`config.mk`:
```
export PLATFORM = sky130hd
export DESIGN_NAME = thi_ctrl
export DESIGN_NICKNAME = d
export VERILOG_FILES = /design/src/thi_pkg.sv /design/src/thi_ctrl.sv
export SDC_FILE = /design/constraint.sdc
export NUM_CORES = 1
export LEC_CHECK = 0
export BUFFER_PORTS_ARGS = -buffer_cell sky130_fd_sc_hd__buf_2
export CAP_MARGIN = 20
export CORE_AREA = 2 2 39 41
export CTS_CLUSTER_SIZE = 25
export DETAILED_ROUTE_END_ITERATION = 8
export DIE_AREA = 0 0 41 43
export GPL_ROUTABILITY_DRIVEN = 0
export SLEW_MARGIN = 20
export SYNTH_ARGS = -nofsm -noshare
export SYNTH_HDL_FRONTEND = slang
export SYNTH_SLANG_ARGS = --single-unit
```
`constraint.sdc`:
```
create_clock -name aclk -period 1.6 [get_ports aclk]
set_input_delay 0.24 -clock aclk [delete_from_list [all_inputs] [get_ports aclk]]
set_output_delay 0.24 -clock aclk [all_outputs]
set_load 0.005 [all_outputs]
```
`src/thi_pkg.sv`:
```
// shared types and constants for the terrain height interpolator
// used by thi_ctrl, thi_datapath and terrain_height_interpolator_unit; no dependencies
package thi_pkg;

    localparam int POS_FRAC_BITS   = 8;
    localparam int POS_W           = 16;
    localparam int CELL_W          = POS_W - POS_FRAC_BITS;
    localparam int VTX_ADDR_W      = 16;
    localparam int VTX_H_W         = 10;
    localparam int DIM_W           = 9;
    localparam int SCALE_W         = 20;
    localparam int SCALE_FRAC_BITS = 16;
    localparam int OUT_FRAC_BITS   = 8;
    localparam int HEIGHT_W        = 22;
    localparam int WEIGHT_W        = POS_FRAC_BITS + 1;
    localparam int ACC_W           = VTX_H_W + WEIGHT_W - 1;
    localparam int PROD_W          = ACC_W + SCALE_W;
    localparam int RND_SHIFT       = POS_FRAC_BITS + SCALE_FRAC_BITS - OUT_FRAC_BITS;

    localparam int S_DATA_W        = 72;
    localparam int M_DATA_W        = 24;
    localparam int CFG_IDX_W       = 2;

    localparam logic [DIM_W-1:0]    STRIDE_RESET = 9'd256;
    localparam logic [DIM_W-1:0]    COUNT_RESET  = 9'd256;
    localparam logic [SCALE_W-1:0]  SCALE_RESET  = 20'd8566;
    localparam logic [HEIGHT_W-1:0] HEIGHT_MAX   = 22'h3FFFFF;

    // configuration register indexes
    localparam logic [CFG_IDX_W-1:0] CFG_ROW_STRIDE   = 2'd0;
    localparam logic [CFG_IDX_W-1:0] CFG_ROW_COUNT    = 2'd1;
    localparam logic [CFG_IDX_W-1:0] CFG_HEIGHT_SCALE = 2'd2;

    // action codes carried on s_tuser
    localparam logic ACT_LOAD  = 1'b0;
    localparam logic ACT_QUERY = 1'b1;

    // which of the three triangle corners is read or weighted
    typedef enum logic [1:0] {
        CORNER_A = 2'd0,
        CORNER_B = 2'd1,
        CORNER_C = 2'd2
    } thi_corner_t;

    typedef struct packed {
        logic        capture;
        logic        calc_addr;
        logic        load_we;
        thi_corner_t rd_sel;
        logic        mac_en;
        logic        mac_clear;
        thi_corner_t mac_sel;
        logic        mul_en;
        logic        out_load;
    } thi_cmd_t;

    typedef struct packed {
        logic off_grid;
    } thi_status_t;

endpackage

```
`src/thi_ctrl.sv`:
```
// controller state machine: sequences loads, address calculation, reads and scaling
// depends on thi_pkg
module thi_ctrl (
    input  logic                aclk,
    input  logic                aresetn,
    input  logic                s_tvalid,
    output logic                s_tready,
    input  logic                s_tuser,
    output logic                m_tvalid,
    input  logic                m_tready,
    input  thi_pkg::thi_status_t status,
    output thi_pkg::thi_cmd_t    cmd
);

    typedef enum logic [2:0] {
        ST_IDLE,
        ST_ADDR,
        ST_RD0,
        ST_RD1,
        ST_RD2,
        ST_MAC2,
        ST_SCALE,
        ST_DONE
    } state_t;

    state_t state_reg, state_next;
    logic   out_valid_reg, out_valid_next;
    logic   s_xfer;

    assign s_tready = (state_reg == ST_IDLE);
    assign s_xfer   = s_tvalid && s_tready;
    assign m_tvalid = out_valid_reg;

    always_comb begin
        state_next    = state_reg;
        cmd           = '0;
        cmd.rd_sel    = thi_pkg::CORNER_A;
        cmd.mac_sel   = thi_pkg::CORNER_A;
        unique case (state_reg)
            ST_IDLE: begin
                if (s_xfer) begin
                    if (s_tuser == thi_pkg::ACT_QUERY) begin
                        cmd.capture = 1'b1;
                        state_next  = ST_ADDR;
                    end else begin
                        cmd.load_we = 1'b1;
                    end
                end
            end
            ST_ADDR: begin
                cmd.calc_addr = 1'b1;
                state_next    = ST_RD0;
            end
            ST_RD0: begin
                if (status.off_grid) begin
                    state_next = ST_DONE;
                end else begin
                    cmd.rd_sel = thi_pkg::CORNER_A;
                    state_next = ST_RD1;
                end
            end
            ST_RD1: begin
                cmd.rd_sel    = thi_pkg::CORNER_B;
                cmd.mac_en    = 1'b1;
                cmd.mac_clear = 1'b1;
                cmd.mac_sel   = thi_pkg::CORNER_A;
                state_next    = ST_RD2;
            end
            ST_RD2: begin
                cmd.rd_sel  = thi_pkg::CORNER_C;
                cmd.mac_en  = 1'b1;
                cmd.mac_sel = thi_pkg::CORNER_B;
                state_next  = ST_MAC2;
            end
            ST_MAC2: begin
                cmd.mac_en  = 1'b1;
                cmd.mac_sel = thi_pkg::CORNER_C;
                state_next  = ST_SCALE;
            end
            ST_SCALE: begin
                cmd.mul_en = 1'b1;
                state_next = ST_DONE;
            end
            ST_DONE: begin
                // wait for the output register to free up
                if (!out_valid_reg || m_tready) begin
                    cmd.out_load = 1'b1;
                    state_next   = ST_IDLE;
                end
            end
            default: begin
                state_next = ST_IDLE;
            end
        endcase
    end

    always_comb begin
        out_valid_next = out_valid_reg;
        if (cmd.out_load) begin
            out_valid_next = 1'b1;
        end else if (m_tready) begin
            out_valid_next = 1'b0;
        end
    end

    always_ff @(posedge aclk) begin
        if (!aresetn) begin
            state_reg     <= ST_IDLE;
            out_valid_reg <= 1'b0;
        end else begin
            state_reg     <= state_next;
            out_valid_reg <= out_valid_next;
        end
    end

endmodule

```
==> run_results.csv <==
group,metric,value,unit
status,outcome,"finished with violations",
status,violations_in_the_final_reports,"negative setup slack",
logic_synthesis,synthesis.yosys.warnings,0,
sta,timing.final.max_slew_violations,0,
route,finalWirelength,802,um
floorplanning,die_height,43,um
layout,layout.filler_cells,146,
clocking,path_clk_slew,30,ps
sta,setup_viol_count_final,1,
setup_path,regToRegSetupSlack,230,ps
logic_synthesis,synth_area,364.1,um2
min_path,worst_min_delay_path_category,"input pin to flip-flop",
setup_path,worst_setup_path_start_kind,"flip-flop",
power_and_ir_drop,ir_worst_vdd,0.0005077,V
layout,flow.area_growth_from_synthesis,49.14,%
power_and_ir_drop,total_leakage_power,0.0002717,uW
sta,fin_crit_sh,102.9,%
sta,fin_ws,-46.65,ps
clocking,cts_tree,"done",
global_route,antenna_found_initial,0,
global_route,gr-total-overflow,0,
clocking,largest_buffer_count_on_any_clock_path,2,
layout,antenna_cells,0,
floorplanning,placeableCoreArea,0.001384,mm2
floorplanning,fp.dieArea,0.001763,mm2
setup_path,timing.critical_path.cells,"ha_4 -> nor2b_2 -> or3_1 -> buf_2",
logic_synthesis,synth.ff_latch_count,4,
power_and_ir_drop,switching_share,40.89,%
setup_path,endpoint_kind,"output pin",
power_and_ir_drop,seq_power_share,24.9,%
placed_design,dp.final_hpwl,581.5,um
setup_path,timing.critical_path.to,"cmd[5]",
global_route,grt_first_pass_wirelength,1290,um
setup_path,cp_max_fo,4,
setup_path,r2r-end,"state_reg[1]",
placed_design,dpl.cell_count,74,
global_route,grt_max_degree,12,
route,post-route-drc-count,0,
logic_synthesis,syn_inst,42,
clocking,cts.root.buffer_cell,"sky130_fd_sc_hd__clkbuf_4",
setup_path,rr_startpoint,"state_reg[0]",
route,wire_per_inst,10.28,um
sta,worstMarginPinSlew,383.3,ps
logic_synthesis,avgSynthCellArea,8.669,um2
global_route,first_global_vias,314,
power_and_ir_drop,power.internal,499.4,uW
route,drt.antenna.violating_nets,0,
power_and_ir_drop,power.switching,345.5,uW
floorplanning,core.rowCount,14,
logic_synthesis,syn_nets,52,
clocking,numCtsBuffers,3,
setup_path,crit_start,"state_reg[0]",
sta,timing.final.crit_period,1647,ps
floorplanning,io_pins,19,
layout,drive_above_1_share,59.68,%
layout,commonest_non_fill_non_tap_cell_in_the_layout,"sky130_fd_sc_hd__buf_2",
layout,final_net_count,74,
power_and_ir_drop,pwr-share-clk,14.3,%
setup_path,worst_r2r_path_depth,6,
layout,postLayoutCoreUtil,39.24,%
power_and_ir_drop,power.share.combinational,60.7,%
setup_path,cp_slowest_stage_delay,370,ps
route,dr_total_vias,346,
setup_path,critical_path_arrival,1410,ps
sta,slew_headroom,74.41,%
route,drt_iter0_drcs,3,
setup_path,path_depth,4,
setup_path,cp_data_required_time,1360,ps
floorplanning,chipWidth,41,um
clocking,cts_sinks,4,
clocking,clock_latency,230,ps
power_and_ir_drop,power_density,1556,mW/mm2
sta,clock-skew-final,0.06005,ps
setup_path,cp_top_family,"simple AND/OR/NAND/NOR gates",
layout,layoutNonFillerInstCount,78,
global_route,grtUsageTotal,11.63,%
logic_synthesis,synth_seq_area_share,21.99,%
setup_path,slowest_library_cell_on_the_worst_path,"sky130_fd_sc_hd__dfxtp_4",
clocking,htreeDepth,1,
placed_design,place.port_buffers,18,
sta,timing_hold_violations_final,0,
sta,rsz_0062_raised_after_global_routing,"yes",
floorplanning,start_util,26.31,%
setup_path,timing.critical_path.buf_inv,1,
sta,fmax,607.3,MHz
layout,mostFrequentLayoutCells,"18 x sky130_fd_sc_hd__buf_2, 4 x sky130_fd_sc_hd__nor2_1, 3 x sky130_fd_sc_hd__nand2_1, 3 x sky130_fd_sc_hd__ha_4, 3 x sky130_fd_sc_hd__clkbuf_4",
power_and_ir_drop,post-layout-total-power,844.9,uW
layout,largest_register_ffs,3,
flow_run,drv_cap,0,
logic_synthesis,netlist-cell-type-count,22,
route,firstDrtPassIters,3,
setup_path,timing_worst_setup_path_type,"flip-flop to output pin",
route,via_per_inst,4.436,
[stage by stage]
stage,hold WS [ps],instance area (um2),setup WS (ps),setup TNS (ps)
3_3_place_gp,470.1,455.4,87.66,0
4_1_cts,220.5,540.5,-58.58,-58.58
6_report,226.5,543.0,-46.65,-46.65
3_5_place_dp,465.5,455.4,70.65,0
2_1_floorplan,357.7,364.1,229.8,0
5_1_grt,235.7,543.0,-112.1,-112.1
[logic make-up (layout without fill, tap and decap cells)]
kind of cell	Yosys count	after routing	share of synthesized area (%)
flops	4	4	21.99
compound gates	6	6	15.46
fa+ha+maj	4	4	13.75
buf+inv	6	26	10.31
simple gates	21	21	35.74
mux	1	1	2.749
[power by group through the flow]
stage | Combinational, uW | Clock [uW] | Sequential [uW]
after floorplan | 320 | 0 | 152
after global placement | 412 | 0 | 164
after detailed placement | 413 | 0 | 166
after CTS | 491 | 129 | 205
after global routing | 577 | 136 | 217
final | 513 | 121 | 211
[Yosys cell counts]
library cell,number,share of area (%)
sky130_fd_sc_hd__buf_4,2,4.1
sky130_fd_sc_hd__nor2_1,4,4.1
sky130_fd_sc_hd__o21a_1,1,2.1
sky130_fd_sc_hd__dfxtp_1,4,22
sky130_fd_sc_hd__a211oi_1,2,4.1
sky130_fd_sc_hd__nor2b_4,1,3.8
sky130_fd_sc_hd__nor4b_1,1,2.4
sky130_fd_sc_hd__nor2b_1,3,5.2
sky130_fd_sc_hd__and4b_4,1,3.8
sky130_fd_sc_hd__ha_1,4,14
sky130_fd_sc_hd__a211oi_2,1,3.4
sky130_fd_sc_hd__mux2i_1,1,2.7
sky130_fd_sc_hd__nor3_1,1,1.4
sky130_fd_sc_hd__nand2b_1,1,1.7
sky130_fd_sc_hd__and3_1,1,1.7
sky130_fd_sc_hd__buf_6,1,3.1
sky130_fd_sc_hd__or3_1,1,1.7
sky130_fd_sc_hd__a21oi_1,1,1.4
sky130_fd_sc_hd__inv_1,3,3.1
sky130_fd_sc_hd__and2_1,4,6.9
sky130_fd_sc_hd__a21oi_4,1,4.5
sky130_fd_sc_hd__nand2_1,3,3.1
[how the worst min path moves through the flow]
stage                   end  slack, ps  cells after the start     from
2_1_floorplan  state_reg[2]        360                      1  aresetn
3_3_place_gp   state_reg[2]        470                      2  aresetn
3_5_place_dp   state_reg[2]        470                      2  aresetn
4_1_cts        state_reg[2]        220                      2  aresetn
5_1_grt        state_reg[2]        240                      2  aresetn
6_report       state_reg[2]        230                      2  aresetn
[area by class of cell]
cell class / count / area [um2] / share of cell area, %
Timing Repair Buffer: 20 / 105.1 / 19.35
Sequential cell: 4 / 87.58 / 16.13
Inverter: 3 / 16.27 / 2.995
Tap cell: 16 / 20.02 / 3.687
Clock buffer: 3 / 22.52 / 4.147
Multi-Input combinational cell: 32 / 291.5 / 53.69
[worst reg2reg max path: stages (launching register included)]
cell and delay [ps]:
sky130_fd_sc_hd__dfxtp_4 370, sky130_fd_sc_hd__ha_4 170, sky130_fd_sc_hd__buf_4 140, sky130_fd_sc_hd__and4b_4 190, sky130_fd_sc_hd__a21oi_4 150, sky130_fd_sc_hd__mux2i_1 200
sky130_fd_sc_hd__nor2_1 50
[per-layer routing]
metal  wire length [um]  vias to the layer above  part of all wire (%)  global-route usage [%]
met5                  0                        -                     0                       0
met4                  0                        0                     0                   10.00
met3                 66                        0                   8.2                   4.188
met2                434                       12                    54                   19.06
met1                302                      151                    38                   10.26
li1                   -                      183                     -                       -
[what timing repair did]
item                       4_1_cts  5_1_grt
resized for setup               16        1
pin swaps                        1        0
setup endpoints to repair        2        1
setup buffers                    1        0
hold buffers                     0        0
(Power assumes the default switching activity.)
